<file path="src/design/mqbf_pkg.sv">
`default_nettype none

package mqbf_pkg;

    localparam int NUM_QUEUES = 8;
    localparam int MAX_DEPTH  = 64;

    // fixed field widths of the item and result
    localparam int MODE_W   = 3;
    localparam int HANDLE_W = 3;
    localparam int DATA_W   = 8;
    localparam int CNT_W    = 7;
    localparam int LIMIT_W  = 4;
    localparam int OPEN_W   = 4;

    localparam int PTR_W  = $clog2(MAX_DEPTH);
    localparam int ADDR_W = $clog2(NUM_QUEUES * MAX_DEPTH);

    localparam logic [LIMIT_W-1:0] LIMIT_RESET = LIMIT_W'(8);

    typedef enum logic [MODE_W-1:0] {
        MODE_ALLOC       = 3'd0,
        MODE_PUSH        = 3'd1,
        MODE_POP         = 3'd2,
        MODE_RELEASE     = 3'd3,
        MODE_RELEASE_ALL = 3'd4,
        MODE_QUERY       = 3'd5
    } t_mode;

    typedef struct packed {
        logic              we;
        logic [ADDR_W-1:0] waddr;
        logic [DATA_W-1:0] wdata;
        logic              re;
        logic [ADDR_W-1:0] raddr;
    } t_mem_req;

    typedef struct packed {
        logic                status;
        logic [HANDLE_W-1:0] handle;
        logic                pop_ok;
        logic [CNT_W-1:0]    fill;
        logic [CNT_W-1:0]    depth;
        logic [OPEN_W-1:0]   open_cnt;
    } t_result;

endpackage

`default_nettype wire

</file>
<file path="src/design/mqbf_store.sv">
`default_nettype none

module mqbf_store (
    input  wire                         i_clk,
    input  wire mqbf_pkg::t_mem_req     i_req,
    output logic [mqbf_pkg::DATA_W-1:0] o_rdata
);

    logic [mqbf_pkg::DATA_W-1:0] r_mem [mqbf_pkg::NUM_QUEUES * mqbf_pkg::MAX_DEPTH];
    logic [mqbf_pkg::DATA_W-1:0] r_rdata;

    always_ff @(posedge i_clk) begin
        if (i_req.we) begin
            r_mem[i_req.waddr] <= i_req.wdata;
        end
    end

    always_ff @(posedge i_clk) begin
        if (i_req.re) begin
            r_rdata <= r_mem[i_req.raddr];
        end
    end

    assign o_rdata = r_rdata;

endmodule

`default_nettype wire

</file>
<file path="config.mk">
export PLATFORM = sky130hd
export DESIGN_NAME = mqbf_store
export DESIGN_NICKNAME = d
export VERILOG_FILES = /design/src/design/mqbf_pkg.sv /design/src/design/mqbf_store.sv
export SDC_FILE = /design/constraint.sdc
export NUM_CORES = 2
export LEC_CHECK = 0
export BUFFER_PORTS_ARGS = -buffer_cell sky130_fd_sc_hd__buf_2
export CAP_MARGIN = 30
export CORE_ASPECT_RATIO = 1.75
export CORE_MARGIN = 2
export CORE_UTILIZATION = 50
export DETAILED_ROUTE_END_ITERATION = 6
export GPL_TIMING_DRIVEN = 0
export PLACE_DENSITY_LB_ADDON = 0.05
export SLEW_MARGIN = 25
export SYNTH_ARGS = -nofsm -noshare
export SYNTH_HDL_FRONTEND = slang
export SYNTH_SLANG_ARGS = --single-unit
</file>
<file path="constraint.sdc">
create_clock -name i_clk -period 3.36 [get_ports i_clk]
set_clock_uncertainty 0.2 [all_clocks]
set_input_delay 0.672 -clock i_clk [delete_from_list [all_inputs] [get_ports i_clk]]
set_output_delay 0.672 -clock i_clk [all_outputs]
set_load 0.02 [all_outputs]
</file>
==> flow_metrics.py <==
metrics = {
    "place": {
        "dp.cells": 12400,
        "gp_congestion": 1.07,
        "place_ws_ns": -2.70,
        "port_buffers": 32,
        "hpwl_mm": 503,
    },
    "route": {
        "dr.pass1.iters": 7,
        "routedWlPerCell_um": 51.7,
        "drc_errors": 2,
        "drt_iter0_drc": 13300,
        "avgViaCountPerCell": 6.94,
        "detail-route-antenna-nets": 0,
        "vias": 91100,
        "wirelength_mm": 679,
    },
    "synthesis": {
        "ys_seq_area_share_pct": 77.0,
        "yosys_register_bits": 4104,
        "synth_xor_area_share_pct": 0,
        "ys_types": 50,
        "synth_compound_area_share_pct": 4.31,
        "avgSynthCellArea_sq_um": 19.9,
        "synth_cells": 8030,
        "muxShareOfSynthArea_pct": 14.2,
        "synth_top_family_by_area": "multiplexers",
        "synthSimpleGateAreaFrac_pct": 2.63,
        "synthAdderAreaFrac_pct": 0,
        "synth_fp_nets": 8059,
        "syn_area_sq_um": 160000,
        "yosysWarnings": 0,
    },
    "worst_setup_path": {
        "setup.worst_path.end_class": "register",
        "crit_end": "o_rdata[2]",
        "slowest_delay_ns": 0.55,
        "arrival_ns": 4.22,
        "cp_common_cell": "nor2_1",
        "reg2reg_slack_ns": 0.28,
        "critPathKind": "in -> reg",
        "critPathBufInv": 4,
        "crit_family": "buffers and inverters",
        "startpoint": "i_req[1]",
        "cp-start-kind": "primary input",
        "crit_chain": "buf_6 -> buf_2 -> clkbuf_2 -> buf_4 -> mux4_2 -> a22oi_1 -> a21oi_1 -> nor2_1 -> nor2_1 -> o2111a_1",
        "r2r-end": "o_rdata[2]",
        "rr_worst_depth": 6,
        "rr_startpoint": "r_mem[447][2]",
        "path_depth": 10,
        "cpMaxStageDelayCell": "nor2_1",
        "required_ns": 4.00,
        "critPathMaxFanout": 11,
    },
    "worst_hold_path": {
        "hp-class": "in -> reg",
    },
    "final_layout": {
        "layout_common_cells": "edfxtp_1 (4104), mux2i_1 (797), mux4_2 (654), nor2_1 (583), clkbuf_16 (385)",
        "utilization_pct": 58.0,
        "layout_commonest_cell": "edfxtp_1",
        "drive_gt1_share_pct": 23.4,
        "syn2layout_area_growth_pct": 15.3,
        "nNetsFinal": 8678,
        "fin_cells": 13100,
    },
    "floorplanning": {
        "die_area_sq_um": 325000,
        "rows": 274,
        "coreArea_sq_um": 318000,
        "start_util_pct": 50.3,
        "ios": 37,
        "die_h_um": 752,
        "die_w_um": 432,
    },
    "timing": {
        "slew_headroom_pct": 28.4,
        "worstMarginPinSlew_ns": 1.07,
        "slew_violations": 0,
        "setup_tns_ns": -7.41,
        "finalHoldViolations": 0,
        "finalCriticalPeriod_ns": 3.59,
        "setup_viol": 88,
        "fmax_mhz": 279,
        "rsz0062_at_grt": "yes",
        "setup_slack_ns": -0.227,
        "fin_crit_sh_pct": 107,
    },
    "clock_network": {
        "cts_buffers": 371,
        "root_buffer": "clkbuf_16",
        "path_clk_slew_ns": 0.06,
        "clk_path_buf_depth": 4,
        "htree_levels": 5,
        "cts_sinks": 4104,
        "cts_tree": "yes",
        "clk_latency_ns": 1.01,
    },
    "power": {
        "powerDensity_nw_per_um2": 581,
        "peakVddDrop_v": 0.000658,
        "power_w": 0.107,
        "power.leakage_nw": 58.8,
    },
    "global_route": {
        "grt_overflow": 0,
        "grt_pass1_vias": 88800,
        "grt_pass1_wl_mm": 866,
        "grt_start_max_net_pins": 126,
        "grt_antenna_before_repair": 73,
        "grt.total_usage_pct": 41.6,
    },
    "outcome": {
        "violations": "design-rule violations, negative setup slack",
        "status": "finished with violations",
    },
    "flow_run": {
        "max_cap_violations": 0,
    },
}
routing by layer:
layer	GRT usage [%]	routed length [um]	share of wire (%)
met1	43.3	205000	30
met2	66.4	325000	48
met3	10.0	61100	9.0
met4	44.4	88400	13
met5	0	83	0.012
synth_stat cells (all sizes together):
cell     count  share of area, %
edfxtp    4104                77
mux2i      797               5.0
mux4       654               9.2
nor2       597               1.4
o221ai     372               2.0
clkbuf     265              0.62
buf        248               1.2
a21oi      194              0.61
o22ai      163              0.64
o21ai      119              0.37
nand2      111              0.26
nor3       109              0.34
a22oi       61              0.29
nand3       36              0.11
nor4        36              0.14
nand4       32              0.13
and2        20             0.078
a211oi      17             0.080
o31ai       13             0.061
nor3b        8             0.038
o2111a       8             0.056
o41ai        7             0.038
nor2b        6             0.023
o311ai       6             0.033
or3          6             0.023
a22o         5             0.027
or2          5             0.020
and3         4             0.016
and3b        4             0.022
nand2b       4             0.016
a2111oi      3             0.016
inv          3            0.0070
o22a         3             0.016
a211o        2             0.011
a31oi        2            0.0078
o211ai       2            0.0094
a221oi       1            0.0055
nand3b       1            0.0047
nor4b        1            0.0094
o311a        1            0.0063
layout make-up:
cell class | instances | area, sq um
Fill cell | 23700 | 134000
Sequential cell | 4104 | 123000
Multi-Input combinational cell | 3410 | 35500
Clock buffer | 462 | 9840
Tap cell | 4140 | 5180
Timing Repair Buffer | 248 | 4440
Buffer | 511 | 4190
Clock inverter | 209 | 1960
Antenna cell | 51 | 128
Inverter | 3 | 15.0
sequential cells by signal (all words and copies together) (netlist names):
register,cells
r_mem,4096
o_rdata,8
power by group:
group / leakage (nW) / switching [W] / internal (W)
sequential: 36.9 / 0.0000174 / 0.0564
combinational: 16.2 / 0.00580 / 0.00219
clock: 5.75 / 0.0194 / 0.0234
through the flow:
stage                     hold slack (ns)  instance area, sq um
final                              0.0262                184000
after CTS                         0.00462                184000
after global placement              0.810                165000
after detailed placement            0.831                170000
after floorplan                     0.571                160000
after global routing               0.0434                184000
worst min path at each step:
| stage | start | end | slack [ns] | depth (start not counted) |
|---|---|---|---|---|
| 2_1_floorplan | i_req[10] | r_mem[0][0] | 0.57 | 0 |
| 3_3_place_gp | i_req[9] | o_rdata[3] | 0.81 | 1 |
| 3_5_place_dp | i_req[9] | o_rdata[6] | 0.83 | 1 |
| 4_1_cts | i_req[17] | r_mem[437][7] | 0.005 | 1 |
| 5_1_grt | i_req[13] | r_mem[438][3] | 0.04 | 1 |
| 6_report | i_req[17] | r_mem[439][7] | 0.03 | 1 |
logic make-up after synthesis:
family                 Yosys count
multiplexers                  1451
AO/OA/AOI/OAI                  979
AND/OR/NAND/NOR                980
buffers and inverters          516
flip-flops                    4104
what timing repair did:
action	CTS	global route
setup buffers	3	3
gates cloned	0	0
pin swaps	28	18
endpoints found under the setup margin	8	8
hold buffers	6	0
resized for setup	480	126
hold endpoints to repair	168	0
Note: power is estimated with default switching activity, not from simulation.
