## config.mk

```make
export PLATFORM = sky130hd
export DESIGN_NAME = mqbf_ctrl
export DESIGN_NICKNAME = d
export VERILOG_FILES = /design/src/design/mqbf_pkg.sv /design/src/design/mqbf_ctrl.sv
export SDC_FILE = /design/constraint.sdc
export NUM_CORES = 1
export LEC_CHECK = 0
export ABC_AREA = 1
export BUFFER_PORTS_ARGS = -buffer_cell sky130_fd_sc_hd__buf_2
export CAP_MARGIN = 20
export CORE_UTILIZATION = 55
export CTS_BUF_LIST = sky130_fd_sc_hd__clkbuf_8 sky130_fd_sc_hd__clkbuf_16
export DETAILED_ROUTE_END_ITERATION = 8
export GPL_TIMING_DRIVEN = 0
export PLACE_DENSITY_LB_ADDON = 0.2
export SYNTH_ARGS = -nofsm -noshare
export SYNTH_HDL_FRONTEND = slang
export SYNTH_SLANG_ARGS = --single-unit
```

## constraint.sdc

```tcl
create_clock -name i_clk -period 10.9 [get_ports i_clk]
set_input_delay 1.635 -clock i_clk [delete_from_list [all_inputs] [get_ports i_clk]]
set_output_delay 1.635 -clock i_clk [all_outputs]
set_load 0.01 [all_outputs]
```

## src/design/mqbf_pkg.sv

```systemverilog
`default_nettype none

package mqbf_pkg;

    localparam int NUM_QUEUES = 8;
    localparam int MAX_DEPTH  = 64;

    // fixed field widths of the item and result
    localparam int MODE_W   = 3;
    localparam int HANDLE_W = 3;
    localparam int DATA_W   = 8;
    localparam int CNT_W    = 7;
    localparam int LIMIT_W  = 4;
    localparam int OPEN_W   = 4;

    localparam int PTR_W  = $clog2(MAX_DEPTH);
    localparam int ADDR_W = $clog2(NUM_QUEUES * MAX_DEPTH);

    localparam logic [LIMIT_W-1:0] LIMIT_RESET = LIMIT_W'(8);

    typedef enum logic [MODE_W-1:0] {
        MODE_ALLOC       = 3'd0,
        MODE_PUSH        = 3'd1,
        MODE_POP         = 3'd2,
        MODE_RELEASE     = 3'd3,
        MODE_RELEASE_ALL = 3'd4,
        MODE_QUERY       = 3'd5
    } t_mode;

    typedef struct packed {
        logic              we;
        logic [ADDR_W-1:0] waddr;
        logic [DATA_W-1:0] wdata;
        logic              re;
        logic [ADDR_W-1:0] raddr;
    } t_mem_req;

    typedef struct packed {
        logic                status;
        logic [HANDLE_W-1:0] handle;
        logic                pop_ok;
        logic [CNT_W-1:0]    fill;
        logic [CNT_W-1:0]    depth;
        logic [OPEN_W-1:0]   open_cnt;
    } t_result;

endpackage

`default_nettype wire

```

## src/design/mqbf_ctrl.sv

```systemverilog
`default_nettype none

module mqbf_ctrl (
    input  wire                           i_clk,
    input  wire                           i_rst_n,
    input  wire                           i_cfg_we,
    input  wire [mqbf_pkg::LIMIT_W-1:0]   i_cfg_limit,
    input  wire                           i_process,
    input  wire [mqbf_pkg::MODE_W-1:0]    i_mode,
    input  wire [mqbf_pkg::HANDLE_W-1:0]  i_handle,
    input  wire [mqbf_pkg::DATA_W-1:0]    i_data,
    input  wire [mqbf_pkg::CNT_W-1:0]     i_depth,
    output mqbf_pkg::t_mem_req            o_mem,
    output mqbf_pkg::t_result             o_result
);

    logic [mqbf_pkg::LIMIT_W-1:0]  r_limit;
    logic [mqbf_pkg::NUM_QUEUES-1:0] r_open;
    logic [mqbf_pkg::OPEN_W-1:0]   r_total;
    logic [mqbf_pkg::PTR_W-1:0]    r_rp    [mqbf_pkg::NUM_QUEUES];
    logic [mqbf_pkg::PTR_W-1:0]    r_wp    [mqbf_pkg::NUM_QUEUES];
    logic [mqbf_pkg::CNT_W-1:0]    r_fill  [mqbf_pkg::NUM_QUEUES];
    logic [mqbf_pkg::CNT_W-1:0]    r_depth [mqbf_pkg::NUM_QUEUES];

    logic [mqbf_pkg::NUM_QUEUES-1:0] n_open;
    logic [mqbf_pkg::OPEN_W-1:0]   n_total;
    logic [mqbf_pkg::PTR_W-1:0]    n_rp;
    logic [mqbf_pkg::PTR_W-1:0]    n_wp;
    logic [mqbf_pkg::CNT_W-1:0]    n_fill;
    logic [mqbf_pkg::CNT_W-1:0]    n_depth;

    logic [mqbf_pkg::LIMIT_W-1:0]  lim;
    logic [mqbf_pkg::NUM_QUEUES-1:0] usable;
    logic                          free_found;
    logic [mqbf_pkg::HANDLE_W-1:0] free_idx;
    logic                          h_ok;
    logic                          depth_ok;
    logic                          cur_open;
    logic [mqbf_pkg::PTR_W-1:0]    cur_rp;
    logic [mqbf_pkg::PTR_W-1:0]    cur_wp;
    logic [mqbf_pkg::CNT_W-1:0]    cur_fill;
    logic [mqbf_pkg::CNT_W-1:0]    cur_depth;
    logic [mqbf_pkg::CNT_W-1:0]    rp_inc;
    logic [mqbf_pkg::CNT_W-1:0]    wp_inc;
    logic                          slot_we;
    logic [mqbf_pkg::HANDLE_W-1:0] slot_idx;
    logic                          push_ok;
    logic                          shape_bad;

    // effective limit is min(queue_limit, NUM_QUEUES)
    assign lim = (r_limit > mqbf_pkg::LIMIT_W'(mqbf_pkg::NUM_QUEUES))
               ? mqbf_pkg::LIMIT_W'(mqbf_pkg::NUM_QUEUES) : r_limit;

    always_comb begin
        free_found = 1'b0;
        free_idx   = '0;
        for (int s = mqbf_pkg::NUM_QUEUES - 1; s >= 0; s--) begin
            usable[s] = (mqbf_pkg::LIMIT_W'(s) < lim);
            if (usable[s] && !r_open[s]) begin
                free_found = 1'b1;
                free_idx   = mqbf_pkg::HANDLE_W'(s);
            end
        end
    end

    assign h_ok      = ({1'b0, i_handle} < lim);
    assign depth_ok  = (i_depth != '0) && (i_depth <= mqbf_pkg::CNT_W'(mqbf_pkg::MAX_DEPTH));
    assign cur_open  = r_open[i_handle];
    assign cur_rp    = r_rp[i_handle];
    assign cur_wp    = r_wp[i_handle];
    assign cur_fill  = r_fill[i_handle];
    assign cur_depth = r_depth[i_handle];
    assign rp_inc    = {1'b0, cur_rp} + mqbf_pkg::CNT_W'(1);
    assign wp_inc    = {1'b0, cur_wp} + mqbf_pkg::CNT_W'(1);

    always_comb begin
        n_open   = r_open;
        n_total  = r_total;
        n_rp     = cur_rp;
        n_wp     = cur_wp;
        n_fill   = cur_fill;
        n_depth  = cur_depth;
        slot_we  = 1'b0;
        slot_idx = i_handle;
        push_ok  = 1'b0;
        o_result = '0;
        o_result.status = 1'b1;

        if (i_mode == mqbf_pkg::MODE_ALLOC) begin
            if (depth_ok && free_found) begin
                n_open[free_idx] = 1'b1;
                n_total          = r_total + mqbf_pkg::OPEN_W'(1);
                slot_we          = 1'b1;
                slot_idx         = free_idx;
                n_rp             = '0;
                n_wp             = '0;
                n_fill           = '0;
                n_depth          = i_depth;
                o_result.status  = 1'b0;
                o_result.handle  = free_idx;
                o_result.depth   = i_depth;
            end
        end else if (i_mode == mqbf_pkg::MODE_RELEASE_ALL) begin
            n_open          = '0;
            n_total         = '0;
            o_result.status = 1'b0;
        end else if (h_ok && cur_open) begin
            o_result.fill  = cur_fill;
            o_result.depth = cur_depth;
            case (i_mode)
                mqbf_pkg::MODE_PUSH: begin
                    if (cur_fill < cur_depth) begin
                        push_ok         = 1'b1;
                        slot_we         = 1'b1;
                        n_wp            = (wp_inc >= cur_depth) ? '0 : wp_inc[mqbf_pkg::PTR_W-1:0];
                        n_fill          = cur_fill + mqbf_pkg::CNT_W'(1);
                        o_result.status = 1'b0;
                        o_result.fill   = n_fill;
                    end
                end
                mqbf_pkg::MODE_POP: begin
                    if (cur_fill != '0) begin
                        slot_we         = 1'b1;
                        n_rp            = (rp_inc >= cur_depth) ? '0 : rp_inc[mqbf_pkg::PTR_W-1:0];
                        n_fill          = cur_fill - mqbf_pkg::CNT_W'(1);
                        o_result.status = 1'b0;
                        o_result.pop_ok = 1'b1;
                        o_result.fill   = n_fill;
                    end
                end
                mqbf_pkg::MODE_RELEASE: begin
                    n_open[i_handle] = 1'b0;
                    n_total          = r_total - mqbf_pkg::OPEN_W'(1);
                    o_result.status  = 1'b0;
                    o_result.fill    = '0;
                    o_result.depth   = '0;
                end
                mqbf_pkg::MODE_QUERY: begin
                    o_result.status = 1'b0;
                end
                default: begin
                    // unused modes report like a query but fail
                    o_result.status = 1'b1;
                end
            endcase
        end
        o_result.open_cnt = n_total;
    end

    always_comb begin
        o_mem.we    = i_process && push_ok;
        o_mem.waddr = mqbf_pkg::ADDR_W'(i_handle) * mqbf_pkg::ADDR_W'(mqbf_pkg::MAX_DEPTH)
                    + mqbf_pkg::ADDR_W'(cur_wp);
        o_mem.wdata = i_data;
        o_mem.re    = i_process;
        o_mem.raddr = mqbf_pkg::ADDR_W'(i_handle) * mqbf_pkg::ADDR_W'(mqbf_pkg::MAX_DEPTH)
                    + mqbf_pkg::ADDR_W'(cur_rp);
    end

    always_ff @(posedge i_clk) begin
        if (!i_rst_n) begin
            r_limit <= mqbf_pkg::LIMIT_RESET;
            r_open  <= '0;
            r_total <= '0;
        end else if (i_cfg_we) begin
            // a new limit rebuilds the pool
            r_limit <= i_cfg_limit;
            r_open  <= '0;
            r_total <= '0;
        end else if (i_process) begin
            r_open  <= n_open;
            r_total <= n_total;
        end
    end

    // per-slot pointers only matter while the slot is open
    always_ff @(posedge i_clk) begin
        if (i_process && slot_we) begin
            r_rp[slot_idx]    <= n_rp;
            r_wp[slot_idx]    <= n_wp;
            r_fill[slot_idx]  <= n_fill;
            r_depth[slot_idx] <= n_depth;
        end
    end

    always_comb begin
        shape_bad = 1'b0;
        for (int s = 0; s < mqbf_pkg::NUM_QUEUES; s++) begin
            if (r_open[s] && ((r_fill[s] > r_depth[s]) || (r_depth[s] == '0))) begin
                shape_bad = 1'b1;
            end
        end
    end

    a_total_matches: assert property (@(posedge i_clk) disable iff (!i_rst_n)
        r_total == mqbf_pkg::OPEN_W'($countones(r_open)))
        else $error("open count out of step with open slots");

    a_open_in_limit: assert property (@(posedge i_clk) disable iff (!i_rst_n)
        (r_open & ~usable) == '0)
        else $error("open slot at or above the limit");

    a_slot_shape: assert property (@(posedge i_clk) disable iff (!i_rst_n)
        !shape_bad)
        else $error("open slot with bad fill or depth");

endmodule

`default_nettype wire

```

==> results_dict.tcl <==
set metrics [dict create \
    hold_violations 0 \
    placed_cell_area_um2 12200 \
    yosys-top-cells-count "nand2_1 (406), edfxtp_1 (208), inv_1 (124), nor2_1 (78), nand3_1 (60)" \
    firstDrtPassIters 5 \
    synth_ff_type "edfxtp_1" \
    setup-violations-final 0 \
    path_buf_inv 6 \
    pin_count 80 \
    dr_total_vias 8995 \
    crit_required_ns 9.27 \
    clkSlewWorstSetupHoldPaths_ns 0.06 \
    slowest_stage "clkinv_1" \
    ys_seq_elements 224 \
    grt_pass1_vias 8302 \
    status "finished clean" \
    dp_hpwl_mm 20.4 \
    initial_utilization_pct 56.0 \
    drtIter0Drc 774 \
    synthTopCellsByArea "edfxtp_1 (55%), nand2_1 (13%), inv_1 (4.1%)" \
    yosysSeqAreaShare_pct 58.2 \
    fin_util_pct 64.3 \
    n_antenna_cell 0 \
    cts_resized 0 \
    die_x_um 145 \
    cap_violations 0 \
    ir_drop_uv 128 \
    die_area_um2 21100 \
    crit_type "primary input to output port" \
    critPathMaxStageDelay_ns 0.50 \
    antenna_left 0 \
    clk_latency_ns 0.52 \
    cts_num_sinks 224 \
    synth_most_common_cell "nand2_1" \
    final_area_um2 13000 \
    syn-num-nets 1257 \
    setup_tns_ns 0 \
    finalWirelength_mm 30.3 \
    die_h_um 145 \
    io_buffers 70 \
    cts_root_buffer "clkbuf_16" \
    min_period_ns 7.72 \
    relSlewSlack_pct 27.3 \
    nets 1362 \
    viasPerCell 5.66 \
    core.rowCount 52 \
    htreeDepth 1 \
    drive_above_1_share_pct 14.2 \
    cp_cell_sequence "buf_2, buf_2, nor2_1, nand2_1, clkinv_1, buf_2, a22o_1, a221oi_1, nand4_1, inv_1, ha_1, nand2_1, nor2_1, a211oi_1, a21boi_4, nand3_2, nor2_1, buf_2" \
    ys_types 42 \
    yosysTopAreaCell "edfxtp_1" \
    leakagePower_nw 5.53 \
    critPathMostFrequentCell "buf_2" \
    rsz0062_at_grt "false" \
    cp_max_fo 10 \
    synth_edf_count 208 \
    hp-class "flop to flop" \
    avgSynthCellArea_um2 9.42 \
    startpoint_type "primary input" \
    grt_first_pass_wirelength_mm 46.5 \
    critPathTopFamily "buffers and inverters" \
    arrival_ns 6.09 \
    report.final.slew_viol_count 0 \
    drcViolationCount 0 \
    core_um2 20200 \
    max_freq_ghz 0.130 \
    place_congestion 0.939 \
    cts_buffers 24 \
    finalCritPeriodShare_pct 70.8 \
    synthArstFlopShare_pct 0 \
    overflow 0 \
    yosysTopAreaCellShare_pct 55.3 \
    tightest_slew_ns 1.08 \
    grt_usage_pct 29.1 \
    dp.cells 1547 \
    clock_path_buffers 3 \
    yosys_warnings 0 \
    worstSetupEndpointType "output port" \
    holdWs_ns 0.493 \
    synthCells 1199 \
    syn_area_um2 11300 \
    grt_max_degree 26 \
    wl_per_cell_um 19.1 \
    postCtsHoldBufs 0 \
    powerDensity_nw_per_um2 154 \
    areaGrowthSynthToFinish_pct 14.8 \
    fin_cells 1588 \
    cts_tree "built" \
    cts_post_setup_buffers_inserted 0 \
    grt_antenna_before_repair 0 \
    skew_ns 0.0156 \
]
## worst paths after layout
| kind | slack, ns | start | cells after the start | end |
|---|---|---|---|---|
| max | 3.18 | i_handle[1] | 18 | o_mem[27] |
| min | 0.49 | r_limit[2] | 2 | r_limit[2] |
| max reg2reg | 6.51 | r_depth[5][4] | 14 | r_depth[1][1] |
| min reg2reg | 0.49 | r_limit[2] | 2 | r_limit[2] |
## logic make-up after synthesis
logic type	share of synthesized area, %
AO/OA/AOI/OAI	8.57
XOR/XNOR	0.698
adder cells (fa/ha/maj)	3.21
buffers and inverters	6.84
flip-flops	58.2
AND/OR/NAND/NOR	22.5
## worst register-to-register path: stages, from the launching register on
cell and delay, ns:
edfxtp_1 0.36, a22o_1 0.23, a221oi_1 0.22, nand4_1 0.12, inv_1 0.32, ha_1 0.33, a21oi_1 0.16, nor2_1 0.06
a211oi_1 0.40, a21boi_4 0.39, nand3_2 0.28, nand3_2 0.18, nand3_2 0.21, nor2_4 0.56, buf_16 0.26
## power by group
part	internal (W)	total, W	switching (W)
Clock	0.000435	0.000752	0.000317
Sequential	0.000965	0.000968	0.00000301
Combinational	0.0000823	0.000276	0.000193
## routing by layer
layer / up-vias / share of wire, % / track usage (%)
met3: 64 / 8.5 / 4.25
met1: 4257 / 42 / 41.0
met4: 0 / 2.9 / 10.3
met2: 419 / 46 / 46.0
met5: - / 0 / 0
li1: 4255 / - / -
## final cells by class
| cell class | instances | area, um^2 |
|---|---|---|
| buffer | 42 | 273 |
| clock buffer | 25 | 626 |
| clock inverter | 15 | 96.3 |
| fill | 1666 | 7200 |
| inverter | 133 | 499 |
| multi-input combinational | 800 | 4010 |
| sequential | 224 | 6570 |
| tap | 270 | 338 |
| timing repair buffer | 79 | 556 |
## per-stage QoR
stage	power (W)	worst slack (ns)
floorplan	0.00117	4.95
global placement	0.00125	2.07
detailed placement	0.00126	3.33
CTS	0.00199	3.29
global route	0.00207	2.95
finish	0.00200	3.18
## flip-flops by register name, summed over array words and instances, names as in the netlist
register	cells
r_rp	48
r_limit	4
r_wp	48
r_total	4
r_open	8
r_fill	56
r_depth	56
## cell usage in the layout, fill, tap and decap left out, types with 17 or more instances in the layout
master       n
nand2_1    406
edfxtp_1   208
inv_1      130
buf_2       84
nor2_1      70
nand3_1     60
o21ai_0     55
a21oi_1     39
ha_1        29
clkbuf_16   25
nand4_1     19
buf_4       18
a22oi_1     17
Note: power is estimated with default switching activity, not from simulation.
